--- config.mk ---
export PLATFORM = sky130hd
export DESIGN_NAME = one_wire_bus_master
export DESIGN_NICKNAME = d
export VERILOG_FILES = /design/src/rtl/core/owb_pkg.sv /design/src/rtl/core/owb_cfg.sv /design/src/rtl/core/owb_step.sv /design/src/rtl/core/one_wire_bus_master.sv
export SDC_FILE = /design/constraint.sdc
export NUM_CORES = 1
export LEC_CHECK = 0
export CAP_MARGIN = 40
export CORE_AREA = 5 5 153 155
export DETAILED_ROUTE_END_ITERATION = 8
export DIE_AREA = 0 0 158 160
export DONT_BUFFER_PORTS = 1
export PLACE_DENSITY_LB_ADDON = 0.2
export SLEW_MARGIN = 20
export SYNTH_ARGS = -nofsm -noshare
export SYNTH_HDL_FRONTEND = slang
export SYNTH_HIERARCHICAL = 1
export SYNTH_SLANG_ARGS = --single-unit
--- constraint.sdc ---
create_clock -name aclk -period 4 [get_ports aclk]
set_input_delay 0.4 -clock aclk [delete_from_list [all_inputs] [get_ports aclk]]
set_output_delay 0.4 -clock aclk [all_outputs]
set_load 0.05 [all_outputs]
--- src/rtl/core/owb_pkg.sv ---
`timescale 1ns / 1ps
// ----------------------------------------------------------------------------
// owb_pkg
// Shared types and constants for the single-wire bus master.
// ----------------------------------------------------------------------------
package owb_pkg;

    localparam int CFG_WIDTH         = 10;
    localparam int CFG_ADDR_WIDTH    = 3;
    localparam int BITS_PER_TRANSFER = 8;
    localparam int BIT_CNT_WIDTH     = 4;
    localparam int PRE_RELEASE       = 50;

    // Register indexes
    localparam logic [CFG_ADDR_WIDTH-1:0] CFG_RESET_LOW      = 3'd0;
    localparam logic [CFG_ADDR_WIDTH-1:0] CFG_PRES_DELAY     = 3'd1;
    localparam logic [CFG_ADDR_WIDTH-1:0] CFG_PRES_TIMEOUT   = 3'd2;
    localparam logic [CFG_ADDR_WIDTH-1:0] CFG_RESET_REC      = 3'd3;
    localparam logic [CFG_ADDR_WIDTH-1:0] CFG_SLOT_LOW       = 3'd4;
    localparam logic [CFG_ADDR_WIDTH-1:0] CFG_SLOT_HOLD      = 3'd5;
    localparam logic [CFG_ADDR_WIDTH-1:0] CFG_SAMPLE_DELAY   = 3'd6;
    localparam logic [CFG_ADDR_WIDTH-1:0] CFG_WRITE_REC      = 3'd7;

    // Command codes
    localparam logic [1:0] ACT_RESET = 2'd0;
    localparam logic [1:0] ACT_WRITE = 2'd1;
    localparam logic [1:0] ACT_READ  = 2'd2;

    typedef enum logic [3:0] {
        PH_IDLE      = 4'd0,
        PH_RST_PRE   = 4'd1,
        PH_RST_LOW   = 4'd2,
        PH_RST_DELAY = 4'd3,
        PH_RST_POLL  = 4'd4,
        PH_RST_REC   = 4'd5,
        PH_WR_LOW    = 4'd6,
        PH_WR_DRIVE  = 4'd7,
        PH_WR_REC    = 4'd8,
        PH_RD_PRE    = 4'd9,
        PH_RD_LOW    = 4'd10,
        PH_RD_WAIT   = 4'd11,
        PH_RD_TAIL   = 4'd12
    } phase_t;

    typedef struct packed {
        logic [CFG_WIDTH-1:0] reset_low_time;
        logic [CFG_WIDTH-1:0] presence_delay;
        logic [CFG_WIDTH-1:0] presence_timeout;
        logic [CFG_WIDTH-1:0] reset_recovery;
        logic [CFG_WIDTH-1:0] slot_start_low;
        logic [CFG_WIDTH-1:0] slot_hold;
        logic [CFG_WIDTH-1:0] read_sample_delay;
        logic [CFG_WIDTH-1:0] write_recovery;
    } cfg_t;

    localparam cfg_t CFG_DEFAULT = '{
        reset_low_time:    10'd500,
        presence_delay:    10'd40,
        presence_timeout:  10'd500,
        reset_recovery:    10'd500,
        slot_start_low:    10'd5,
        slot_hold:         10'd65,
        read_sample_delay: 10'd5,
        write_recovery:    10'd2
    };

endpackage

--- src/rtl/core/owb_cfg.sv ---
`timescale 1ns / 1ps
// ----------------------------------------------------------------------------
// owb_cfg
// Timing register bank, write only.
// ----------------------------------------------------------------------------
module owb_cfg import owb_pkg::*; (
    input  logic                      aclk,
    input  logic                      aresetn,
    input  logic                      cfg_we,
    input  logic [CFG_ADDR_WIDTH-1:0] cfg_addr,
    input  logic [CFG_WIDTH-1:0]      cfg_wdata,
    output cfg_t                      cfg
);

    cfg_t cfg_reg;
    cfg_t cfg_next;

    always_comb begin
        cfg_next = cfg_reg;
        if (cfg_we) begin
            case (cfg_addr)
                CFG_RESET_LOW:    cfg_next.reset_low_time    = cfg_wdata;
                CFG_PRES_DELAY:   cfg_next.presence_delay    = cfg_wdata;
                CFG_PRES_TIMEOUT: cfg_next.presence_timeout  = cfg_wdata;
                CFG_RESET_REC:    cfg_next.reset_recovery    = cfg_wdata;
                CFG_SLOT_LOW:     cfg_next.slot_start_low    = cfg_wdata;
                CFG_SLOT_HOLD:    cfg_next.slot_hold         = cfg_wdata;
                CFG_SAMPLE_DELAY: cfg_next.read_sample_delay = cfg_wdata;
                CFG_WRITE_REC:    cfg_next.write_recovery    = cfg_wdata;
                default:          cfg_next = cfg_reg;
            endcase
        end
    end

    always_ff @(posedge aclk) begin
        if (!aresetn) begin
            cfg_reg <= CFG_DEFAULT;
        end else begin
            cfg_reg <= cfg_next;
        end
    end

    assign cfg = cfg_reg;

endmodule

--- src/rtl/core/owb_step.sv ---
`timescale 1ns / 1ps
// ----------------------------------------------------------------------------
// owb_step
// Next-state and output logic for one microsecond tick.
// ----------------------------------------------------------------------------
module owb_step import owb_pkg::*; #(
    parameter int TIME_BITS = 10
) (
    input  logic                     start_req,
    input  logic [1:0]               action,
    input  logic [7:0]               write_byte,
    input  logic                     line_level,
    input  cfg_t                     cfg,
    input  phase_t                   phase,
    input  logic [TIME_BITS-1:0]     time_left,
    input  logic [TIME_BITS-1:0]     poll_count,
    input  logic [BIT_CNT_WIDTH-1:0] bits_left,
    input  logic [7:0]               shift_data,
    input  logic                     absent_flag,
    input  logic [7:0]               last_read,
    output phase_t                   phase_next,
    output logic [TIME_BITS-1:0]     time_left_next,
    output logic [TIME_BITS-1:0]     poll_count_next,
    output logic [BIT_CNT_WIDTH-1:0] bits_left_next,
    output logic [7:0]               shift_data_next,
    output logic                     absent_flag_next,
    output logic [7:0]               last_read_next,
    output logic                     pull_low,
    output logic                     busy_res,
    output logic                     done_res
);

    localparam logic [TIME_BITS-1:0] T_ONE = TIME_BITS'(1);
    localparam logic [BIT_CNT_WIDTH-1:0] B_ONE = BIT_CNT_WIDTH'(1);

    logic fin;

    // zero counts as one tick
    function automatic logic [TIME_BITS-1:0] dur(input logic [CFG_WIDTH-1:0] v);
        logic [TIME_BITS-1:0] m;
        m = TIME_BITS'(v);
        return (m == '0) ? T_ONE : m;
    endfunction

    always_comb begin
        phase_next       = phase;
        time_left_next   = time_left;
        poll_count_next  = poll_count;
        bits_left_next   = bits_left;
        shift_data_next  = shift_data;
        absent_flag_next = absent_flag;
        last_read_next   = last_read;
        pull_low         = 1'b0;
        busy_res         = 1'b0;
        done_res         = 1'b0;
        fin              = 1'b0;

        // command launch; this tick is already the first of the command
        if (phase == PH_IDLE && start_req) begin
            case (action)
                ACT_RESET: begin
                    phase_next     = PH_RST_PRE;
                    time_left_next = TIME_BITS'(PRE_RELEASE);
                end
                ACT_WRITE: begin
                    bits_left_next  = BIT_CNT_WIDTH'(BITS_PER_TRANSFER);
                    shift_data_next = write_byte;
                    phase_next      = PH_WR_LOW;
                    time_left_next  = dur(cfg.slot_start_low);
                end
                ACT_READ: begin
                    bits_left_next  = BIT_CNT_WIDTH'(BITS_PER_TRANSFER);
                    shift_data_next = 8'h00;
                    phase_next      = PH_RD_PRE;
                    time_left_next  = dur(cfg.read_sample_delay);
                end
                default: begin
                    phase_next = phase;
                end
            endcase
        end

        if (phase_next != PH_IDLE) begin
            busy_res = 1'b1;
            if (phase_next == PH_RST_LOW || phase_next == PH_WR_LOW
                    || phase_next == PH_RD_LOW) begin
                pull_low = 1'b1;
            end else if (phase_next == PH_WR_DRIVE) begin
                pull_low = ~shift_data_next[0];
            end

            if (phase_next == PH_RST_POLL) begin
                if (!line_level) begin
                    absent_flag_next = 1'b0;
                    phase_next       = PH_RST_REC;
                    time_left_next   = dur(cfg.reset_recovery);
                end else begin
                    poll_count_next = poll_count + T_ONE;
                    if (poll_count_next >= dur(cfg.presence_timeout)) begin
                        absent_flag_next = 1'b1;
                        phase_next       = PH_RST_REC;
                        time_left_next   = dur(cfg.reset_recovery);
                    end
                end
            end else begin
                // sample on the last tick of the release
                if (phase_next == PH_RD_WAIT && time_left_next <= T_ONE) begin
                    shift_data_next = {line_level, shift_data_next[7:1]};
                end
                if (time_left_next != '0) begin
                    time_left_next = time_left_next - T_ONE;
                end
                if (time_left_next == '0) begin
                    case (phase_next)
                        PH_RST_PRE: begin
                            phase_next     = PH_RST_LOW;
                            time_left_next = dur(cfg.reset_low_time);
                        end
                        PH_RST_LOW: begin
                            phase_next     = PH_RST_DELAY;
                            time_left_next = dur(cfg.presence_delay);
                        end
                        PH_RST_DELAY: begin
                            phase_next      = PH_RST_POLL;
                            poll_count_next = '0;
                        end
                        PH_WR_LOW: begin
                            phase_next     = PH_WR_DRIVE;
                            time_left_next = dur(cfg.slot_hold);
                        end
                        PH_WR_DRIVE: begin
                            if (TIME_BITS'(cfg.write_recovery) != '0) begin
                                phase_next     = PH_WR_REC;
                                time_left_next = TIME_BITS'(cfg.write_recovery);
                            end else begin
                                // no recovery gap: close the bit now
                                shift_data_next = {1'b0, shift_data_next[7:1]};
                                bits_left_next  = bits_left_next - B_ONE;
                                if (bits_left_next == '0) begin
                                    fin = 1'b1;
                                end else begin
                                    phase_next     = PH_WR_LOW;
                                    time_left_next = dur(cfg.slot_start_low);
                                end
                            end
                        end
                        PH_WR_REC: begin
                            shift_data_next = {1'b0, shift_data_next[7:1]};
                            bits_left_next  = bits_left_next - B_ONE;
                            if (bits_left_next == '0) begin
                                fin = 1'b1;
                            end else begin
                                phase_next     = PH_WR_LOW;
                                time_left_next = dur(cfg.slot_start_low);
                            end
                        end
                        PH_RD_PRE: begin
                            phase_next     = PH_RD_LOW;
                            time_left_next = dur(cfg.slot_start_low);
                        end
                        PH_RD_LOW: begin
                            phase_next     = PH_RD_WAIT;
                            time_left_next = dur(cfg.read_sample_delay);
                        end
                        PH_RD_WAIT: begin
                            phase_next     = PH_RD_TAIL;
                            time_left_next = dur(cfg.slot_hold);
                        end
                        PH_RD_TAIL: begin
                            bits_left_next = bits_left_next - B_ONE;
                            if (bits_left_next == '0) begin
                                last_read_next = shift_data_next;
                                fin            = 1'b1;
                            end else begin
                                phase_next     = PH_RD_LOW;
                                time_left_next = dur(cfg.slot_start_low);
                            end
                        end
                        default: begin
                            fin = 1'b1;  // end of reset recovery
                        end
                    endcase
                end
            end

            if (fin) begin
                phase_next     = PH_IDLE;
                time_left_next = '0;
                done_res       = 1'b1;
            end
        end
    end

endmodule

--- src/rtl/core/one_wire_bus_master.sv ---
`timescale 1ns / 1ps
// ----------------------------------------------------------------------------
// one_wire_bus_master
// Single-wire bus master stepped by one-microsecond tick words.
// ----------------------------------------------------------------------------
// Usage:
//  - s_ channel: one word per microsecond tick carrying start_req, action,
//    write_byte and the sampled line_level. A start is honoured only when idle.
//  - m_ channel: exactly one result word per tick word: pull_low (open-drain
//    drive), busy_res, done_res, no_presence and the last read_byte.
//  - cfg_ port: eight 10-bit timing registers; write only while idle, unenforced.
//  - Results are registered and appear in the cycle after the tick is taken.
//  - Throughput: one word per cycle; the tick state step is a single pass of
//    counter decrement, compare and phase select between the state registers.
//  - The result register frees itself in the cycle it is taken, so a new
//    tick is accepted while the previous result is being taken.
//  - If the receiver stalls with a result pending, s_ready drops and the
//    bus state does not advance until the result is taken.
//  - Synchronous reset returns the master to idle, clears flags and the read
//    byte, and restores the default timings.
// ----------------------------------------------------------------------------
module one_wire_bus_master import owb_pkg::*; #(
    parameter int TIME_BITS = 10
) (
    input  logic                      aclk,
    input  logic                      aresetn,

    // configuration
    input  logic                      cfg_we,
    input  logic [CFG_ADDR_WIDTH-1:0] cfg_addr,
    input  logic [CFG_WIDTH-1:0]      cfg_wdata,

    // tick words in
    input  logic                      s_valid,
    output logic                      s_ready,
    input  logic                      s_start_req,
    input  logic [1:0]                s_action,
    input  logic [7:0]                s_write_byte,
    input  logic                      s_line_level,

    // result words out
    output logic                      m_valid,
    input  logic                      m_ready,
    output logic                      m_pull_low,
    output logic                      m_busy_res,
    output logic                      m_done_res,
    output logic                      m_no_presence,
    output logic [7:0]                m_read_byte
);

    cfg_t cfg;

    // bus sequencer state
    phase_t                   phase_reg;
    logic [TIME_BITS-1:0]     time_left_reg;
    logic [TIME_BITS-1:0]     poll_count_reg;
    logic [BIT_CNT_WIDTH-1:0] bits_left_reg;
    logic [7:0]               shift_data_reg;
    logic                     absent_flag_reg;
    logic [7:0]               last_read_reg;

    phase_t                   phase_next;
    logic [TIME_BITS-1:0]     time_left_next;
    logic [TIME_BITS-1:0]     poll_count_next;
    logic [BIT_CNT_WIDTH-1:0] bits_left_next;
    logic [7:0]               shift_data_next;
    logic                     absent_flag_next;
    logic [7:0]               last_read_next;

    logic step_pull;
    logic step_busy;
    logic step_done;

    // result register
    logic       m_valid_reg;
    logic       pull_low_reg;
    logic       busy_res_reg;
    logic       done_res_reg;
    logic       no_presence_reg;
    logic [7:0] read_byte_reg;

    logic s_fire;

    owb_cfg u_cfg (
        .aclk      (aclk),
        .aresetn   (aresetn),
        .cfg_we    (cfg_we),
        .cfg_addr  (cfg_addr),
        .cfg_wdata (cfg_wdata),
        .cfg       (cfg)
    );

    owb_step #(
        .TIME_BITS (TIME_BITS)
    ) u_step (
        .start_req        (s_start_req),
        .action           (s_action),
        .write_byte       (s_write_byte),
        .line_level       (s_line_level),
        .cfg              (cfg),
        .phase            (phase_reg),
        .time_left        (time_left_reg),
        .poll_count       (poll_count_reg),
        .bits_left        (bits_left_reg),
        .shift_data       (shift_data_reg),
        .absent_flag      (absent_flag_reg),
        .last_read        (last_read_reg),
        .phase_next       (phase_next),
        .time_left_next   (time_left_next),
        .poll_count_next  (poll_count_next),
        .bits_left_next   (bits_left_next),
        .shift_data_next  (shift_data_next),
        .absent_flag_next (absent_flag_next),
        .last_read_next   (last_read_next),
        .pull_low         (step_pull),
        .busy_res         (step_busy),
        .done_res         (step_done)
    );

    // take a word when the result slot is empty or being emptied
    assign s_ready = !m_valid_reg || m_ready;
    assign s_fire  = s_valid && s_ready;

    // state only moves on an accepted tick
    always_ff @(posedge aclk) begin
        if (!aresetn) begin
            phase_reg       <= PH_IDLE;
            time_left_reg   <= '0;
            poll_count_reg  <= '0;
            bits_left_reg   <= '0;
            shift_data_reg  <= '0;
            absent_flag_reg <= 1'b0;
            last_read_reg   <= '0;
        end else if (s_fire) begin
            phase_reg       <= phase_next;
            time_left_reg   <= time_left_next;
            poll_count_reg  <= poll_count_next;
            bits_left_reg   <= bits_left_next;
            shift_data_reg  <= shift_data_next;
            absent_flag_reg <= absent_flag_next;
            last_read_reg   <= last_read_next;
        end
    end

    always_ff @(posedge aclk) begin
        if (!aresetn) begin
            m_valid_reg <= 1'b0;
        end else if (s_fire) begin
            m_valid_reg <= 1'b1;
        end else if (m_ready) begin
            m_valid_reg <= 1'b0;
        end
    end

    // payload, no reset needed
    always_ff @(posedge aclk) begin
        if (s_fire) begin
            pull_low_reg    <= step_pull;
            busy_res_reg    <= step_busy;
            done_res_reg    <= step_done;
            no_presence_reg <= absent_flag_next;
            read_byte_reg   <= last_read_next;
        end
    end

    assign m_valid       = m_valid_reg;
    assign m_pull_low    = pull_low_reg;
    assign m_busy_res    = busy_res_reg;
    assign m_done_res    = done_res_reg;
    assign m_no_presence = no_presence_reg;
    assign m_read_byte   = read_byte_reg;

`ifndef SYNTH
    // idle sequencer always has a cleared timer
    a_idle_timer: assert property (@(posedge aclk) disable iff (!aresetn)
        phase_reg == PH_IDLE |-> time_left_reg == '0)
        else $error("idle phase with running timer");

    // a finishing tick leaves the sequencer idle
    a_done_idle: assert property (@(posedge aclk) disable iff (!aresetn)
        s_fire && step_done |=> phase_reg == PH_IDLE)
        else $error("command finished but sequencer not idle");

    // bus is only driven during a command
    a_pull_busy: assert property (@(posedge aclk) disable iff (!aresetn)
        m_valid && m_pull_low |-> m_busy_res)
        else $error("line pulled low outside a command");

    // completion is flagged only on a busy tick
    a_done_busy: assert property (@(posedge aclk) disable iff (!aresetn)
        m_valid && m_done_res |-> m_busy_res)
        else $error("done reported on idle tick");

    // bit counter stays within one byte
    a_bit_range: assert property (@(posedge aclk) disable iff (!aresetn)
        bits_left_reg <= BIT_CNT_WIDTH'(BITS_PER_TRANSFER))
        else $error("bit counter out of range");
`endif

endmodule

# Word level (Yosys, flattened, before mapping)
# Index checks and enable logic that the tools add are counted.
# op_classes
n_bitwise	1
n_eq_ne	21
div	0
mux	73
n_reduce_logical	38
n_addsub	3
n_shift	0
n_lt_le_gt_ge	2
n_mul	0
# op_table
cell	count
10-bit 2-to-1 mux	23
8-bit 2-to-1 mux	11
10-bit zero test	8
10-bit case mux with 7 select lines	1
4-bit 2-to-1 mux	16
4-bit case mux with 10 select lines	1
8-bit case mux with 2 select lines	2
10-bit case mux with 3 select lines	1
4-bit == test (second input constant)	5
10-bit nonzero test	2
2-bit AND reduction	8
1-bit 2-to-1 mux	15
3-bit == test (second input constant)	4
4-bit by 3-bit == test with 1-bit output (second input constant)	3
4-bit case mux with 3 select lines	1
10-bit by 1-bit adder with 10-bit output (second input constant)	1
10-bit greater-or-equal comparator	1
10-bit by 1-bit less-or-equal comparator with 1-bit output (second input constant)	1
10-bit by 1-bit subtractor with 10-bit output (second input constant)	1
4-bit by 2-bit == test with 1-bit output (second input constant)	2
4-bit zero test	2
4-bit case mux with 2 select lines	1
7-bit OR reduction	1
3-bit by 2-bit == test with 1-bit output (second input constant)	2
17 further kinds	25
# totals
latchBits	0
input_bits	30
n_memories	0
ff_bits	138
output_inout_bits	14
romBits	0
mem_bits_rw	0

# Depth between registers and ports, before layout
# depth
word_depth	15
ltp_mapped	20
ltp_nobuf	17

# Cells and area by module
# Netlist, hierarchy kept.
# by_module_without_submodules
module	n_inst	cells_per_inst	area_per_inst_um2	seq_area_each_um2
owb_step	1	508	3358.2	0.0
owb_cfg	1	286	3032.9	1601.5
one_wire_bus_master	1	212	2243.4	1281.2

# Worst setup path after synthesis
# No wires, ideal clock.
# synth_path
path_type	input to register
start	input s_action[0]
end	register read_byte_reg[4] (netlist: m_read_byte[4]) (data pin)
path_buffers	0
path_stages	15
arrival_time_ns	4.125
slack_ns	-0.388
cell_sequence	ha_1 > or4b_4 > o21ai_2 > o221ai_2 > nor2_1 > ha_1 > inv_1 > a2111oi_0 > o21bai_1 > nor2b_1 > a211o_1 > o21ai_2 > nand2_4 > nor4_4 > mux2_2
# synth_between
elab_chain_cells	11
elab_cells_between_ends	32
# synth_rtl
element	line_no	rtl
start: declaration	one_wire_bus_master.sv:37	input logic [1:0] s_action,
2-bit == test (tied with other cells)	owb_step.sv:60	case (action)
10-bit case mux with 3 select lines (tied with other cells)	owb_step.sv:60	
10-bit 2-to-1 mux (tied with other cells)	owb_step.sv:59	if (phase == PH_IDLE && start_req) begin
10-bit by 1-bit subtractor with 10-bit output (tied with other cells)	owb_step.sv:111	time_left_next = time_left_next - T_ONE;
10-bit 2-to-1 mux (tied with other cells)	owb_step.sv:110	if (time_left_next != '0) begin
10-bit 2-to-1 mux (tied with other cells)	owb_step.sv:92	if (phase_next == PH_RST_POLL) begin
10-bit 2-to-1 mux / 8-bit 2-to-1 mux (equally long branches)	owb_step.sv:83, owb_step.sv:171	
10-bit zero test / 8-bit 2-to-1 mux (equally long branches)	owb_step.sv:113, owb_step.sv:114	
8-bit 2-to-1 mux	owb_step.sv:113	if (time_left_next == '0) begin
8-bit 2-to-1 mux	owb_step.sv:92	
8-bit 2-to-1 mux (*)	owb_step.sv:83	if (phase_next != PH_IDLE) begin
net last_read_next[4]	one_wire_bus_master.sv:68	logic [7:0] last_read_next;
end signal: assignment	one_wire_bus_master.sv:162	read_byte_reg <= last_read_next;
end: declaration	one_wire_bus_master.sv:80	logic [7:0] read_byte_reg;
# Mark *: on every way through the listed nets, which the timed path passes. The rest lies on a longest branch. The select of a mux whose other input is x is not followed.
# A chain may end at the register's enable or synchronous reset.

# Final worst setup path
# layout_path
start	register phase_reg[1]
end	register phase_reg[1]
# layout_between
elab_chain_cells	13
elab_cells_between_ends	44
# layout_rtl
element	line_no	rtl
start: declaration	one_wire_bus_master.sv:54	phase_t phase_reg;
start signal: assignment	one_wire_bus_master.sv:135	phase_reg <= phase_next;
4-bit zero test	owb_step.sv:59	
1-bit logical AND	owb_step.sv:59	
10-bit 2-to-1 mux / 4-bit 2-to-1 mux (equally long branches)	owb_step.sv:59	
10-bit by 1-bit subtractor with 10-bit output (tied with other cells)	owb_step.sv:111	
10-bit 2-to-1 mux / 4-bit zero test (equally long branches)	n/a	
10-bit 2-to-1 mux / 1-bit 2-to-1 mux (equally long branches)	n/a	
10-bit 2-to-1 mux / 1-bit 2-to-1 mux (equally long branches)	owb_step.sv:83, owb_step.sv:132	
10-bit zero test / 1-bit case mux with 3 select lines (equally long branches)	owb_step.sv:113, owb_step.sv:114	
1-bit 2-to-1 mux	owb_step.sv:113	
1-bit 2-to-1 mux	owb_step.sv:92	
1-bit 2-to-1 mux	owb_step.sv:83	
4-bit 2-to-1 mux	owb_step.sv:186	if (fin) begin
4-bit 2-to-1 mux (*)	owb_step.sv:83	
net phase_next[1]	one_wire_bus_master.sv:62	phase_t phase_next;
# Marked as above.

==> flow_metrics.tcl <==
set metrics [dict create \
    status "finished clean" \
    root_buffer "clkbuf_16" \
    htree_levels 4 \
    syn_inst 1006 \
    crit_path_start "phase_reg[1]$_SDFFE_PN0P_" \
    rsz0062_at_grt "yes" \
    synth_warnings 6 \
    startpoint_type "flip-flop" \
    synthArstFlopShare_pct 0 \
    die-area_um2 25300 \
    track_usage_pct 21.0 \
    ys_top_cells_by_area "dfxtp_1 (29%), mux2i_1 (16%), nand2_1 (8.5%), edfxtp_1 (4.2%), ha_1 (2.9%)" \
    worst_ep_arrival_time_ns 4.19 \
    place_area_um2 9170 \
    hpwl_um 19700 \
    synth_top_area_share_pct 29.2 \
    grt_pass1_vias 7253 \
    die_y_um 160 \
    critPathKind "reg2reg" \
    cts_tree "yes" \
    grt_max_degree 191 \
    overflow 0 \
    hold_violations 0 \
    top_layer "met4" \
    synth-edff-count 12 \
    cts.sinks 138 \
    final_util_pct 45.5 \
    p_per_area_nw_per_um2 405 \
    place.gp.congestion 0.950 \
    vdd_drop_max_v 0.000242 \
    clk-insertion-delay-late_ns 0.44 \
    wl_met3_um 1580 \
    maxCapViolations 0 \
    path_cells "or4b_4 > o21ai_4 > o221ai_4 > nor2_4 > ha_4 > inv_2 > a2111oi_0 > o21bai_2 > and3_1 > nor4_2 > o22a_2 > buf_4 > and3_1 > buf_4 > nor4bb_4 > buf_4 > nand2_1 > mux2i_1" \
    cp-endpoint "phase_reg[1]$_SDFFE_PN0P_" \
    fill_cells 2105 \
    synth_cell_types 88 \
    ys_ff_latch 138 \
    netlist_area_um2 8630 \
    syn_avg_cell_area_um2 8.58 \
    max_stage_delay_ns 0.58 \
    grt_pass1_wl_um 41600 \
    drt_iter0_markers 474 \
    drc_errors 0 \
    r2r_slack_ns 0.17 \
    yosysMostFrequentCell "nand2_1" \
    hold_buffers 0 \
    synth_top_area_cell "dfxtp_1" \
    timing.rr.start "phase_reg[1]$_SDFFE_PN0P_" \
    drt-total-wl_um 26500 \
    synthFlopType "dfxtp_1" \
    largest_register_ffs 80 \
    die_w_um 158 \
    antenna_found_initial 0 \
    vias 7632 \
    netlist_top_cells_count "nand2_1 (196), mux2i_1 (140), dfxtp_1 (126)" \
    finalSetupViolCount 0 \
    tightest_slew_ns 0.812 \
    tns_ns 0 \
    port_buffers 0 \
    path_common_cell "buf_4" \
    num_rows 54 \
    cp_slowest_cell "or4b_4" \
    wl_per_cell_um 20.0 \
    min_period_ns 3.83 \
    cp-end-kind "flip-flop" \
    n_antenna_cell 0 \
    totalPowerFinal_uw 3990 \
    required_ns 4.36 \
    max_freq_mhz 261 \
    syn_to_final_growth_pct 14.2 \
    coreArea_um2 21700 \
    cp_max_fo 5 \
    drt_first_pass_iters 5 \
    wl_met1_um 11900 \
    relSlewSlack_pct 45.6 \
    r2r-end "phase_reg[1]$_SDFFE_PN0P_" \
    wl_met2_um 12200 \
    synth_nets 1056 \
    routed_via_density 5.77 \
    p_leak_uw 0.00417 \
    ys_seq_area_share_pct 33.4 \
    clk_pin_slew_ns 0.06 \
    ioPinCount 44 \
    whs_ns 0.110 \
    fin_area_um2 9860 \
    drive_above_1_share_pct 13.4 \
    min_period_over_period_pct 95.7 \
    report.final.slew_viol_count 0 \
    fin_worst_skew_ns 0.0175 \
    rr_worst_depth 18 \
    ant_nets 0 \
    start_util_pct 39.8 \
    numCtsBuffers 17 \
    fin_nets 1080 \
    hold_class "in2reg" \
    cts_buffer_depth 2 \
]
layer usage:
| layer | track usage (%) | vias up |
|---|---|---|
| met2 | 33.4 | 266 |
| met3 | 4.41 | 45 |
| met4 | 7.60 | 0 |
| li1 | - | 3710 |
| met1 | 28.2 | 3611 |
| met5 | 0 | - |
layout make-up:
type | count | area (µm²) | share of cell area [%]
flip-flops and latches | 138 | 2880 | 29.2
repair buffers | 67 | 536 | 5.43
multi-input cells | 781 | 5380 | 54.6
clock inverters | 15 | 191 | 1.94
inverters | 25 | 93.8 | 0.952
clock buffers | 17 | 425 | 4.31
well taps | 280 | 350 | 3.55
critical path, delay by kind of cell (launching register included):
family | cells | cell delay, ns
adder cells (fa/ha/maj) | 1 | 0.17
buffers and inverters | 4 | 0.53
AND/OR/NAND/NOR | 7 | 1.52
AO/OA/AOI/OAI | 5 | 1.03
flip-flops | 1 | 0.36
multiplexers | 1 | 0.13
timing repair:
item                                    CTS  global route
setup buffers                             0             1
resized for setup                         0             6
endpoints found under the setup margin    0            28
cells by family after synthesis:
group                      synth area share, %
and+or+nand+nor                           23.4
buffers and inverters                     5.35
adders and majority gates                 2.90
AOI/OAI and AO/OA                         15.9
muxes                                     17.5
DFF                                       33.4
xor gates and xnor gates                  1.52
through the flow:
stage,instances,setup WS (ns)
floorplan,1006,-0.114
global placement,1287,-0.0494
detailed placement,1288,-0.0747
CTS,1320,0.0519
global route,1323,-0.0386
finish,1323,0.171
placed cells by master (no fill, tap or decap), types with 8 or more instances in the layout:
cell       count
nand3_1       20
a31oi_1       13
buf_4         63
nor4_1        14
and3_1        12
dfxtp_1      126
clkbuf_16     17
xnor2_1        8
nand2_1      196
mux2i_1      140
ha_1          18
nor2_1        43
a21oi_1       43
nor3_1        26
a22oi_1       15
o21ai_0       30
edfxtp_1      12
nor2b_1       40
o22ai_1        8
inv_1         23
worst min-delay path by stage:
stage | start | slack [ns] | end | cells after the start
2_1_floorplan | last_read_reg[0]$_SDFFE_PN0P_ | 0.43 | last_read_reg[0]$_SDFFE_PN0P_ | 2
3_3_place_gp | last_read_reg[4]$_SDFFE_PN0P_ | 0.44 | last_read_reg[4]$_SDFFE_PN0P_ | 2
3_5_place_dp | last_read_reg[2]$_SDFFE_PN0P_ | 0.45 | last_read_reg[2]$_SDFFE_PN0P_ | 2
4_1_cts | s_valid | 0.09 | m_valid$_SDFFE_PN0P_ | 2
5_1_grt | s_valid | 0.10 | m_valid$_SDFFE_PN0P_ | 2
6_report | s_valid | 0.11 | m_valid$_SDFFE_PN0P_ | 2
power by group:
group,leakage (µW),internal (µW),total (µW),switching (µW)
sequential,0.00114,1440,1500,65.3
combinational,0.00272,338,811,472
clock,0.000305,956,1680,726
total,0.00417,2730,3990,1260
Note: power is estimated with default switching activity, not from simulation.
